==> config.mk <==
export PLATFORM = sky130hd
export DESIGN_NAME = line_follower_pid_controller
export DESIGN_NICKNAME = d
export VERILOG_FILES = /design/src/design/lfpid_pkg.sv /design/src/design/lfpid_mac.sv /design/src/design/lfpid_div.sv /design/src/design/line_follower_pid_controller.sv
export SDC_FILE = /design/constraint.sdc
export NUM_CORES = 2
export LEC_CHECK = 0
export BUFFER_PORTS_ARGS = -buffer_cell sky130_fd_sc_hd__buf_4
export CORE_MARGIN = 2
export CORE_UTILIZATION = 59
export DETAILED_ROUTE_END_ITERATION = 16
export PLACE_DENSITY = 0.75
export SLEW_MARGIN = 20
export SYNTH_ARGS = -nofsm -noshare
export SYNTH_HDL_FRONTEND = slang
export SYNTH_HIERARCHICAL = 1
export SYNTH_SLANG_ARGS = --single-unit
export TNS_END_PERCENT = 10
==> constraint.sdc <==
create_clock -name clk_i -period 9 [get_ports clk_i]
set_input_delay 0.45 -clock clk_i [delete_from_list [all_inputs] [get_ports clk_i]]
set_output_delay 0.45 -clock clk_i [all_outputs]
set_load 0.1 [all_outputs]
==> src/design/lfpid_pkg.sv <==
// Shared types and constants for the line follower PID controller.
`default_nettype none
package lfpid_pkg;

  localparam int SensorCount = 8;
  localparam int SumWidth    = 16;
  localparam int CntWidth    = $clog2(SensorCount + 1);
  localparam int CenterLo    = SensorCount / 2 - 1;

  localparam logic [7:0]  PivotDuty  = 8'd150;
  localparam logic [7:0]  SearchDuty = 8'd80;
  localparam logic [7:0]  CoastDuty  = 8'd45;
  localparam logic [31:0] PivotLimit = 32'd900;
  localparam logic [31:0] SearchLimit = 32'd450;
  localparam logic [31:0] CooldownMs = 32'd450;
  localparam logic [31:0] CoastMs    = 32'd250;
  localparam logic signed [6:0] CornerError = -7'sd40;

  typedef enum logic [2:0] {
    MODE_FOLLOW = 3'd0,
    MODE_WIDE   = 3'd1,
    MODE_COAST  = 3'd2,
    MODE_PIVOT  = 3'd3,
    MODE_SEARCH = 3'd4,
    MODE_DONE   = 3'd5
  } mode_e;

  typedef enum logic [2:0] {
    REG_PROP   = 3'd0,
    REG_INTEG  = 3'd1,
    REG_DERIV  = 3'd2,
    REG_CRUISE = 3'd3,
    REG_CEIL   = 3'd4,
    REG_FCLAMP = 3'd5,
    REG_WSPEED = 3'd6,
    REG_WCLAMP = 3'd7
  } reg_idx_e;

  typedef enum logic [2:0] {
    ST_IDLE,
    ST_SCAN,
    ST_DIV,
    ST_DECIDE,
    ST_MAC,
    ST_WHEEL,
    ST_OUT
  } seq_e;

  // One multiply-accumulate request for the shared unit.
  typedef struct packed {
    logic               clear;
    logic               enable;
    logic signed [12:0] coef;
    logic signed [SumWidth:0] operand;
  } mac_req_t;

endpackage
`default_nettype wire

==> src/design/lfpid_mac.sv <==
// Shared signed multiply-accumulate unit, one product per cycle.
`default_nettype none
module lfpid_mac (
  input  wire logic                    clk_i,
  input  wire logic                    rst_ni,
  input  wire lfpid_pkg::mac_req_t     req_i,
  output logic signed [47:0]           acc_o
);
  import lfpid_pkg::*;

  logic signed [47:0] acc_q, acc_d;
  logic signed [30:0] prod;

  assign prod = 31'(req_i.coef * req_i.operand);

  always_comb begin
    acc_d = acc_q;
    if (req_i.clear) begin
      acc_d = '0;
    end else if (req_i.enable) begin
      acc_d = acc_q + 48'(prod);
    end
  end

  always_ff @(posedge clk_i or negedge rst_ni) begin
    if (!rst_ni) begin
      acc_q <= '0;
    end else begin
      acc_q <= acc_d;
    end
  end

  assign acc_o = acc_q;
endmodule
`default_nettype wire

==> src/design/lfpid_div.sv <==
// Restoring divider for the mean sensor weight, one quotient bit per cycle.
`default_nettype none
module lfpid_div (
  input  wire logic                              clk_i,
  input  wire logic                              rst_ni,
  input  wire logic                              start_i,
  input  wire logic [10:0]                       dividend_i,
  input  wire logic [lfpid_pkg::CntWidth-1:0]    divisor_i,
  output logic                                   done_o,
  output logic [10:0]                            quot_o
);
  import lfpid_pkg::*;

  localparam int Bits = 11;

  logic [Bits-1:0]   quot_q, quot_d;
  logic [CntWidth:0] rem_q, rem_d;
  logic [3:0]        cnt_q, cnt_d;
  logic              busy_q, busy_d;
  logic [CntWidth:0] trial;

  assign trial = {rem_q[CntWidth-1:0], quot_q[Bits-1]};

  always_comb begin
    quot_d = quot_q;
    rem_d  = rem_q;
    cnt_d  = cnt_q;
    busy_d = busy_q;
    if (start_i) begin
      quot_d = dividend_i;
      rem_d  = '0;
      cnt_d  = 4'(Bits);
      busy_d = 1'b1;
    end else if (busy_q) begin
      if (trial >= {1'b0, divisor_i}) begin
        rem_d  = trial - {1'b0, divisor_i};
        quot_d = {quot_q[Bits-2:0], 1'b1};
      end else begin
        rem_d  = trial;
        quot_d = {quot_q[Bits-2:0], 1'b0};
      end
      cnt_d = cnt_q - 4'd1;
      if (cnt_q == 4'd1) begin
        busy_d = 1'b0;
      end
    end
  end

  always_ff @(posedge clk_i or negedge rst_ni) begin
    if (!rst_ni) begin
      quot_q <= '0;
      rem_q  <= '0;
      cnt_q  <= '0;
      busy_q <= 1'b0;
    end else begin
      quot_q <= quot_d;
      rem_q  <= rem_d;
      cnt_q  <= cnt_d;
      busy_q <= busy_d;
    end
  end

  assign done_o = !busy_q;
  assign quot_o = quot_q;
endmodule
`default_nettype wire

==> src/design/line_follower_pid_controller.sv <==
// Top level of the line follower PID controller.
// Usage:
//   s_axis carries one sensor sample per transfer:
//     tdata[7:0] sensor_bits, tdata[39:8] now_ms.
//   m_axis returns one result per sample:
//     tdata[7:0] right fwd, [15:8] right rev, [23:16] left fwd,
//     [31:24] left rev, [34:32] drive_mode, [41:35] line_error.
//   cfg_we_i/cfg_idx_i/cfg_data_i write the gain and speed registers;
//   write only while no sample is in flight.
// Steps: one scan step per sensor, the divider (11 quotient bits, then the
// done step), one decision step, then two multiply steps in wide mode or
// three in follow mode on the shared multiply-accumulate unit, one wheel
// step and one output step. Coast, pivot, search and stop results go from
// the decision step straight to the output step. The block takes one sample
// at a time; s_axis_tready is low from accept until the result register has
// been handed over, so no new sample is taken before the last result has
// gone. The sensor scan and the divider take most of the time per sample.
// Reset: all mode and PID state clears, registers take their defaults.
// A stalled receiver holds the result in the output register and keeps the
// input side stalled until it is taken.
`default_nettype none
module line_follower_pid_controller (
  input  wire logic        clk_i,
  input  wire logic        rst_ni,
  input  wire logic        s_axis_tvalid,
  output logic             s_axis_tready,
  input  wire logic [39:0] s_axis_tdata,   // sensor_bits, now_ms
  output logic             m_axis_tvalid,
  input  wire logic        m_axis_tready,
  output logic [47:0]      m_axis_tdata,   // rf, rr, lf, lr, drive_mode, line_error
  input  wire logic        cfg_we_i,
  input  wire logic [2:0]  cfg_idx_i,
  input  wire logic [11:0] cfg_data_i
);
  import lfpid_pkg::*;

  // Configuration registers.
  logic [11:0] prop_q, integ_q, deriv_q;
  logic [7:0]  cruise_q, ceil_q, fclamp_q, wspeed_q, wclamp_q;

  always_ff @(posedge clk_i or negedge rst_ni) begin
    if (!rst_ni) begin
      prop_q   <= 12'd720;
      integ_q  <= 12'd0;
      deriv_q  <= 12'd64;
      cruise_q <= 8'd60;
      ceil_q   <= 8'd130;
      fclamp_q <= 8'd70;
      wspeed_q <= 8'd40;
      wclamp_q <= 8'd55;
    end else if (cfg_we_i) begin
      case (reg_idx_e'(cfg_idx_i))
        REG_PROP:   prop_q   <= cfg_data_i;
        REG_INTEG:  integ_q  <= cfg_data_i;
        REG_DERIV:  deriv_q  <= cfg_data_i;
        REG_CRUISE: cruise_q <= cfg_data_i[7:0];
        REG_CEIL:   ceil_q   <= cfg_data_i[7:0];
        REG_FCLAMP: fclamp_q <= cfg_data_i[7:0];
        REG_WSPEED: wspeed_q <= cfg_data_i[7:0];
        REG_WCLAMP: wclamp_q <= cfg_data_i[7:0];
        default: ;
      endcase
    end
  end

  // Controller state.
  mode_e             mode_q, mode_d;
  logic signed [6:0] prev_q, prev_d;
  logic signed [SumWidth-1:0] sum_q, sum_d;
  logic [31:0]       tend_q, tend_d, jtime_q, jtime_d, mstart_q, mstart_d;
  logic              jact_q, jact_d, sdir_q, sdir_d;
  logic [2:0]        hits_q, hits_d;

  // Sample and sequencer.
  seq_e              st_q, st_d;
  logic [SensorCount-1:0] bits_q, bits_d;
  logic [31:0]       now_q, now_d;
  logic [CntWidth-1:0] idx_q, idx_d, bc_q, bc_d, lc_q, lc_d, cc_q, cc_d, rc_q, rc_d;
  logic signed [10:0] wsum_q, wsum_d;
  logic signed [6:0] e_q, e_d;
  logic [1:0]        mstep_q, mstep_d;
  logic              wide_q, wide_d;
  logic [47:0]       out_q, out_d;
  logic              ovalid_q, ovalid_d;

  // Divider: started on the last scan step with the completed weight sum
  // and sensor count.
  logic        div_start, div_done;
  logic [10:0] div_quot, wabs;
  assign wabs = wsum_d[10] ? 11'(-wsum_d) : 11'(wsum_d);

  lfpid_div u_div (
    .clk_i, .rst_ni, .start_i(div_start), .dividend_i(wabs),
    .divisor_i(bc_d), .done_o(div_done), .quot_o(div_quot)
  );

  // Multiply-accumulate unit.
  mac_req_t          mreq;
  logic signed [47:0] acc;
  lfpid_mac u_mac (.clk_i, .rst_ni, .req_i(mreq), .acc_o(acc));

  // Combinational helpers.
  logic [31:0] d_pivot, d_search, d_turn, d_junc;
  logic        cooldown;
  logic signed [SumWidth:0] sum_ext;
  logic signed [SumWidth-1:0] sum_sat;
  logic signed [47:0] lim, corr, base, lsum, rsum;
  logic [7:0]  lduty, rduty;
  logic signed [11:0] equo;

  assign d_pivot  = now_q - mstart_q;
  assign d_turn   = now_q - tend_q;
  assign d_junc   = now_q - jtime_q;
  assign d_search = d_pivot;
  assign cooldown = d_turn < CooldownMs;

  assign sum_ext = {sum_q[SumWidth-1], sum_q} + (SumWidth+1)'(e_q);
  always_comb begin
    if (sum_ext[SumWidth] != sum_ext[SumWidth-1]) begin
      sum_sat = sum_ext[SumWidth] ? {1'b1, {(SumWidth-1){1'b0}}}
                                  : {1'b0, {(SumWidth-1){1'b1}}};
    end else begin
      sum_sat = sum_ext[SumWidth-1:0];
    end
  end

  assign lim  = wide_q ? 48'(wclamp_q) <<< 8 : 48'(fclamp_q) <<< 8;
  assign corr = (acc > lim) ? lim : ((acc < -lim) ? -lim : acc);
  assign base = wide_q ? 48'(wspeed_q) <<< 8 : 48'(cruise_q) <<< 8;
  assign lsum = base + corr;
  assign rsum = base - corr;

  function automatic logic [7:0] wheel(input logic signed [47:0] v, input logic [7:0] ceil);
    logic [39:0] q;
    q = 40'(v >>> 8);
    if (v < 0) return 8'd0;
    return (q > 40'(ceil)) ? ceil : q[7:0];
  endfunction

  assign lduty = wheel(lsum, ceil_q);
  assign rduty = wheel(rsum, ceil_q);
  assign equo  = wsum_q[10] ? -12'(div_quot) : 12'(div_quot);

  function automatic logic [47:0] pack(input logic [7:0] rf, input logic [7:0] rr,
                                       input logic [7:0] lf, input logic [7:0] lr,
                                       input mode_e m, input logic [6:0] e);
    return {6'd0, e, m, lr, lf, rr, rf};
  endfunction

  always_comb begin
    st_d = st_q; bits_d = bits_q; now_d = now_q; idx_d = idx_q;
    bc_d = bc_q; lc_d = lc_q; cc_d = cc_q; rc_d = rc_q; wsum_d = wsum_q;
    e_d = e_q; mstep_d = mstep_q; wide_d = wide_q; out_d = out_q;
    ovalid_d = ovalid_q;
    mode_d = mode_q; prev_d = prev_q; sum_d = sum_q; tend_d = tend_q;
    jtime_d = jtime_q; mstart_d = mstart_q; jact_d = jact_q;
    sdir_d = sdir_q; hits_d = hits_q;
    div_start = 1'b0;
    mreq = '0;

    if (ovalid_q && m_axis_tready) begin
      ovalid_d = 1'b0;
    end

    case (st_q)
      ST_IDLE: begin
        if (s_axis_tvalid && !ovalid_q) begin
          bits_d = s_axis_tdata[SensorCount-1:0];
          now_d  = s_axis_tdata[39:8];
          idx_d = '0; bc_d = '0; lc_d = '0; cc_d = '0; rc_d = '0; wsum_d = '0;
          st_d = ST_SCAN;
        end
      end
      // Scan one sensor per cycle.
      ST_SCAN: begin
        if (bits_q[idx_q[$clog2(SensorCount)-1:0]]) begin
          bc_d = bc_q + 1'b1;
          wsum_d = wsum_q + 11'((2 * int'(idx_q) - (SensorCount - 1)) * 8);
          if (int'(idx_q) < CenterLo) lc_d = lc_q + 1'b1;
          else if (int'(idx_q) <= CenterLo + 1) cc_d = cc_q + 1'b1;
          else rc_d = rc_q + 1'b1;
        end
        idx_d = idx_q + 1'b1;
        if (int'(idx_q) == SensorCount - 1) begin
          st_d = ST_DIV;
          div_start = 1'b1;
        end
      end
      ST_DIV: begin
        if (div_done) begin
          if (bc_q == '0) e_d = '0;
          else if (equo > 12'sd63) e_d = 7'sd63;
          else if (equo < -12'sd64) e_d = -7'sd64;
          else e_d = equo[6:0];
          st_d = ST_DECIDE;
        end
      end
      ST_DECIDE: begin
        st_d = ST_OUT;
        if (mode_q == MODE_PIVOT) begin
          if (d_pivot >= PivotLimit) begin
            mode_d = MODE_FOLLOW; tend_d = now_q;
            out_d = pack(0, 0, 0, 0, MODE_DONE, e_q);
          end else begin
            hits_d = (cc_q != '0) ? hits_q + 3'd1 : 3'd0;
            if (hits_d >= 3'd4) begin
              mode_d = MODE_FOLLOW; tend_d = now_q;
              out_d = pack(0, 0, 0, 0, MODE_DONE, e_q);
            end else begin
              out_d = pack(PivotDuty, 0, 0, PivotDuty, MODE_PIVOT, e_q);
            end
          end
        end else if (mode_q == MODE_SEARCH) begin
          if (d_search >= SearchLimit || bits_q != '0) begin
            mode_d = MODE_FOLLOW;
            out_d = pack(0, 0, 0, 0, MODE_DONE, e_q);
          end else if (sdir_q) begin
            out_d = pack(0, SearchDuty, SearchDuty, 0, MODE_SEARCH, e_q);
          end else begin
            out_d = pack(SearchDuty, 0, 0, SearchDuty, MODE_SEARCH, e_q);
          end
        end else begin
          mode_d = MODE_FOLLOW;
          if (!cooldown && cc_q == '0 && lc_q >= 2 && rc_q == '0) begin
            mode_d = MODE_PIVOT; mstart_d = now_q; hits_d = '0;
            sum_d = '0; prev_d = CornerError;
            out_d = pack(PivotDuty, 0, 0, PivotDuty, MODE_PIVOT, e_q);
          end else if (int'(bc_q) >= SensorCount - 2) begin
            if (cc_q != '0) begin
              wide_d = 1'b1; mstep_d = '0; st_d = ST_MAC;
              mreq.clear = 1'b1;
            end else begin
              if (!jact_q) begin
                jact_d = 1'b1; jtime_d = now_q;
              end
              if (jact_q && d_junc > CoastMs && !cooldown) begin
                jact_d = 1'b0;
                mode_d = MODE_PIVOT; mstart_d = now_q; hits_d = '0;
                out_d = pack(PivotDuty, 0, 0, PivotDuty, MODE_PIVOT, e_q);
              end else begin
                out_d = pack(CoastDuty, 0, CoastDuty, 0, MODE_COAST, e_q);
              end
            end
          end else begin
            jact_d = 1'b0;
            if (bits_q == '0) begin
              mode_d = MODE_SEARCH; mstart_d = now_q;
              sdir_d = !prev_q[6];
              if (!prev_q[6]) out_d = pack(0, SearchDuty, SearchDuty, 0, MODE_SEARCH, e_q);
              else out_d = pack(SearchDuty, 0, 0, SearchDuty, MODE_SEARCH, e_q);
            end else begin
              wide_d = 1'b0; mstep_d = '0; st_d = ST_MAC;
              sum_d = sum_sat;
              mreq.clear = 1'b1;
            end
          end
        end
      end
      // Accumulate Kp*e, Kd*(e-prev), then Ki*sum in follow mode.
      ST_MAC: begin
        mreq.enable = 1'b1;
        mstep_d = mstep_q + 2'd1;
        case (mstep_q)
          2'd0: begin
            mreq.coef = {1'b0, prop_q};
            mreq.operand = (SumWidth+1)'(e_q);
          end
          2'd1: begin
            mreq.coef = {1'b0, deriv_q};
            mreq.operand = (SumWidth+1)'(e_q) - (SumWidth+1)'(prev_q);
            if (wide_q) st_d = ST_WHEEL;
          end
          default: begin
            mreq.coef = {1'b0, integ_q};
            mreq.operand = (SumWidth+1)'(sum_q);
            st_d = ST_WHEEL;
          end
        endcase
      end
      ST_WHEEL: begin
        prev_d = e_q;
        out_d = pack(rduty, 0, lduty, 0, wide_q ? MODE_WIDE : MODE_FOLLOW, e_q);
        st_d = ST_OUT;
      end
      ST_OUT: begin
        ovalid_d = 1'b1;
        st_d = ST_IDLE;
      end
      default: st_d = ST_IDLE;
    endcase
  end

  always_ff @(posedge clk_i or negedge rst_ni) begin
    if (!rst_ni) begin
      st_q <= ST_IDLE; mode_q <= MODE_FOLLOW; prev_q <= '0; sum_q <= '0;
      tend_q <= '0; jtime_q <= '0; mstart_q <= '0; jact_q <= 1'b0;
      sdir_q <= 1'b0; hits_q <= '0; ovalid_q <= 1'b0;
      idx_q <= '0; bc_q <= '0; lc_q <= '0; cc_q <= '0; rc_q <= '0;
      wsum_q <= '0; mstep_q <= '0; wide_q <= 1'b0;
    end else begin
      st_q <= st_d; mode_q <= mode_d; prev_q <= prev_d; sum_q <= sum_d;
      tend_q <= tend_d; jtime_q <= jtime_d; mstart_q <= mstart_d;
      jact_q <= jact_d; sdir_q <= sdir_d; hits_q <= hits_d;
      ovalid_q <= ovalid_d; idx_q <= idx_d; bc_q <= bc_d; lc_q <= lc_d;
      cc_q <= cc_d; rc_q <= rc_d; wsum_q <= wsum_d; mstep_q <= mstep_d;
      wide_q <= wide_d;
    end
  end

  always_ff @(posedge clk_i) begin
    bits_q <= bits_d; now_q <= now_d; e_q <= e_d; out_q <= out_d;
  end

  assign s_axis_tready = (st_q == ST_IDLE) && !ovalid_q;
  assign m_axis_tvalid = ovalid_q;
  assign m_axis_tdata  = out_q;
endmodule
`default_nettype wire

==> flow_metrics.env <==
export IMPL_run_status="finished, final reports clean"
export IMPL_first_pass_iters=6
export IMPL_worst_setup_path_end_kind="register"
export IMPL_place_ws_ns=0.0282
export IMPL_cts_num_sinks=385
export IMPL_start_kind="register"
export IMPL_fp_coreArea_um2=72600
export IMPL_fin_ws_ns=0.260
export IMPL_fin_crit_sh_pct=97.1
export IMPL_power_total_mw=16.7
export IMPL_numCtsBuffers=44
export IMPL_die_x_um=274
export IMPL_synth_edf_count=77
export IMPL_arrival_ns=9.20
export IMPL_cp_required_ns=9.46
export IMPL_boundaryPins=110
export IMPL_drive_above_1_share_pct=11.9
export IMPL_synth_top_family_by_area="adder cells"
export IMPL_fin_skew_ns=0.0382
export IMPL_grt_pass1_wl_um=194000
export IMPL_syn_inst=4793
export IMPL_slowest_stage="fa_2"
export IMPL_cts_htree_levels=2
export IMPL_synth_cell_type_count=116
export IMPL_max_freq_mhz=114
export IMPL_syn_avg_cell_area_um2=8.99
export IMPL_netlist_area_um2=43100
export IMPL_maxCapViolations=0
export IMPL_max_vdd_ir_drop_v=0.000267
export IMPL_worst_r2r_cell_count=33
export IMPL_pwr_density_cell_nw_per_um2=357
export IMPL_overflow=0
export IMPL_via_count=36000
export IMPL_ys_flop_type="dfrtp_1"
export IMPL_regToRegSetupSlack_ns=0.26
export IMPL_final_hold_viol_count=0
export IMPL_synth_xor_area_share_pct=3.13
export IMPL_ys_warnings_count=6
export IMPL_hpwl_um=92100
export IMPL_nets=5619
export IMPL_hold_class="in -> reg"
export IMPL_muxShareOfSynthArea_pct=6.64
export IMPL_die_h_um=274
export IMPL_vias_per_cell=6.15
export IMPL_timing_rr_start="prev_q[1]"
export IMPL_grt_start_max_net_pins=165
export IMPL_drc=0
export IMPL_cts_buffer_depth=3
export IMPL_clock_root_buffer="clkbuf_16"
export IMPL_period_needed_ns=8.74
export IMPL_fin_util_pct=64.3
export IMPL_crit_type="reg -> reg"
export IMPL_timing_hold_ws_ns=0.0270
export IMPL_synth_ff_latch_count=385
export IMPL_layout_commonest_cell="inv_1"
export IMPL_rows=99
export IMPL_final_cell_mix="inv_1, nand2_1, ha_1"
export IMPL_cts_tree="done"
export IMPL_dr_first_iter_drc_count=2949
export IMPL_grt_pass1_vias=36000
export IMPL_r2r_end="u_mac/acc_o[47]"
export IMPL_yosysSeqAreaShare_pct=23.3
export IMPL_synth_simple_gate_area_share_pct=15.8
export IMPL_grt_use_total_pct=32.3
export IMPL_die_area_um2=75200
export IMPL_clk_insertion_delay_late_ns=0.60
export IMPL_slew_headroom_pct=24.3
export IMPL_wl_per_cell_um=20.5
export IMPL_port_buffers=94
export IMPL_area_growth_pct=8.38
export IMPL_antenna_found_initial=1
export IMPL_n_antenna_cell=0
export IMPL_place_congestion=0.985
export IMPL_leakagePower_nw=21.8
export IMPL_synthAdderAreaFrac_pct=26.1
export IMPL_ant_nets=0
export IMPL_rsz0062_at_grt="yes"
export IMPL_cts_clk_slew_worst_paths_ns=0.06
export IMPL_slowest_delay_ns=0.65
export IMPL_worst_slew_pin_slew_ns=1.13
export IMPL_crit_fanout=13
export IMPL_synth_async_reset_ratio_pct=80.0
export IMPL_startpoint="prev_q[1]"
export IMPL_initial_utilization_pct=59.4
export IMPL_synth_compound_area_share_pct=16.7
export IMPL_setup_violations=0
export IMPL_routed_wl_um=120000
export IMPL_cp_endpoint="u_mac/acc_o[47]"
export IMPL_maxSlewViolCount=0
[sequential cells by signal, summed over array words and instances (netlist names), 7 cells and up]
signal / count
mstart_q: 32
fclamp_q: 8
u_mac/acc_o: 48
sum_q: 16
e_q: 7
cruise_q: 8
m_axis_tdata: 30
prev_q: 7
deriv_q: 12
wspeed_q: 8
wclamp_q: 8
ceil_q: 8
jtime_q: 32
integ_q: 12
now_q: 32
tend_q: 32
prop_q: 12
wsum_q: 11
u_div/quot_o: 11
bits_q: 8
[report_power, final]
part	internal [mW]	switching [mW]	total (mW)
clock	1.02	0.797	1.82
sequential	2.45	0.711	3.17
combinational	4.44	7.25	11.7
[area by class of cell]
| type | count | area [um2] |
|---|---|---|
| fill | 6152 | 25900 |
| timing repair buffer | 208 | 1610 |
| tap | 959 | 1200 |
| multi-input combinational | 3506 | 29700 |
| clock buffer | 53 | 1160 |
| inverter | 720 | 2720 |
| sequential | 385 | 10000 |
| clock inverter | 28 | 269 |
[layer usage]
layer  track usage [%]  vias to the layer above  wire, um
li1                  -                    16700         -
met1              44.7                    17800     51900
met2              52.6                     1280     56100
met3              3.69                      266      7500
met4              11.2                        0      4430
met5                 0                        -         0
[worst min-delay path by stage]
stage / slack [ns] / cells past startpoint / endpoint / start
finish: 0.03 / 1 / bits_q[0] / s_axis_tdata[0]
global route: 0.01 / 1 / bits_q[0] / s_axis_tdata[0]
CTS: 0.002 / 1 / bits_q[7] / s_axis_tdata[7]
detailed placement: 0.47 / 1 / sdir_q / prev_q[6]
global placement: 0.47 / 1 / mstart_q[11] / mstart_q[11]
floorplan: 0.15 / 0 / bc_q[0] / rst_ni
[cell usage after synthesis (all sizes together), types with 23 or more instances]
| library cell | number | area share, % |
|---|---|---|
| nand2b | 45 | 0.65 |
| buf | 53 | 0.79 |
| or4 | 26 | 0.47 |
| xor2 | 53 | 1.1 |
| dfrtp | 287 | 17 |
| a21oi | 265 | 3.1 |
| mux2 | 178 | 4.9 |
| o31ai | 38 | 0.79 |
| o21a | 45 | 0.78 |
| o21bai | 38 | 0.66 |
| and3 | 33 | 0.48 |
| or3 | 29 | 0.43 |
| nor3b | 23 | 0.40 |
| nor3 | 87 | 1.0 |
| nor4 | 41 | 0.67 |
| nand2 | 382 | 3.3 |
| mux2i | 70 | 1.6 |
| a211oi | 33 | 0.62 |
| nor2 | 251 | 2.2 |
| o21ai | 235 | 2.8 |
| and2 | 136 | 2.0 |
| o22ai | 24 | 0.36 |
| a21o | 89 | 1.6 |
| nand4 | 68 | 0.99 |
| nor2b | 27 | 0.39 |
| inv | 718 | 6.3 |
| xnor2 | 101 | 2.1 |
| o211ai | 36 | 0.63 |
| or2 | 23 | 0.33 |
| a31oi | 30 | 0.47 |
| nand3 | 91 | 1.1 |
| ha | 353 | 10 |
| clkbuf | 145 | 1.3 |
| edfxtp | 77 | 5.4 |
| a22oi | 26 | 0.45 |
| fa | 341 | 16 |
[kinds of logic after synthesis]
kind of cell	count (synthesis)
AND/OR/NAND/NOR	1327
AO/OA/AOI/OAI	1064
adder cells (fa/ha/maj)	694
other	1
multiplexers	250
XOR/XNOR	154
flip-flops	385
buffers and inverters	918
[worst max-delay path: cells and delay by family (launching register included)]
family | cells | cell delay, ns
fa+ha+maj | 8 | 3.90
compound gates | 11 | 2.52
simple gates | 6 | 0.77
buf+inv | 6 | 0.69
flops | 1 | 0.38
mux | 2 | 0.30
[through the flow]
stage	instance area [um2]	instances	setup TNS [ns]
final	46700	5859	0
after global routing	46700	5859	-0.125
after CTS	46500	5851	0
after global placement	45100	5768	0
after detailed placement	45100	5769	0
after floorplan	43200	4809	-0.0402
[what timing repair did]
item	in CTS	in global routing
endpoints found under the setup margin	1	40
gates cloned	0	1
setup buffers	0	7
endpoints found under the hold margin	87	0
pin swaps	0	2
hold buffers	1	0
resized for setup	1	29
No activity file was read; power rests on OpenSTA's default activity.
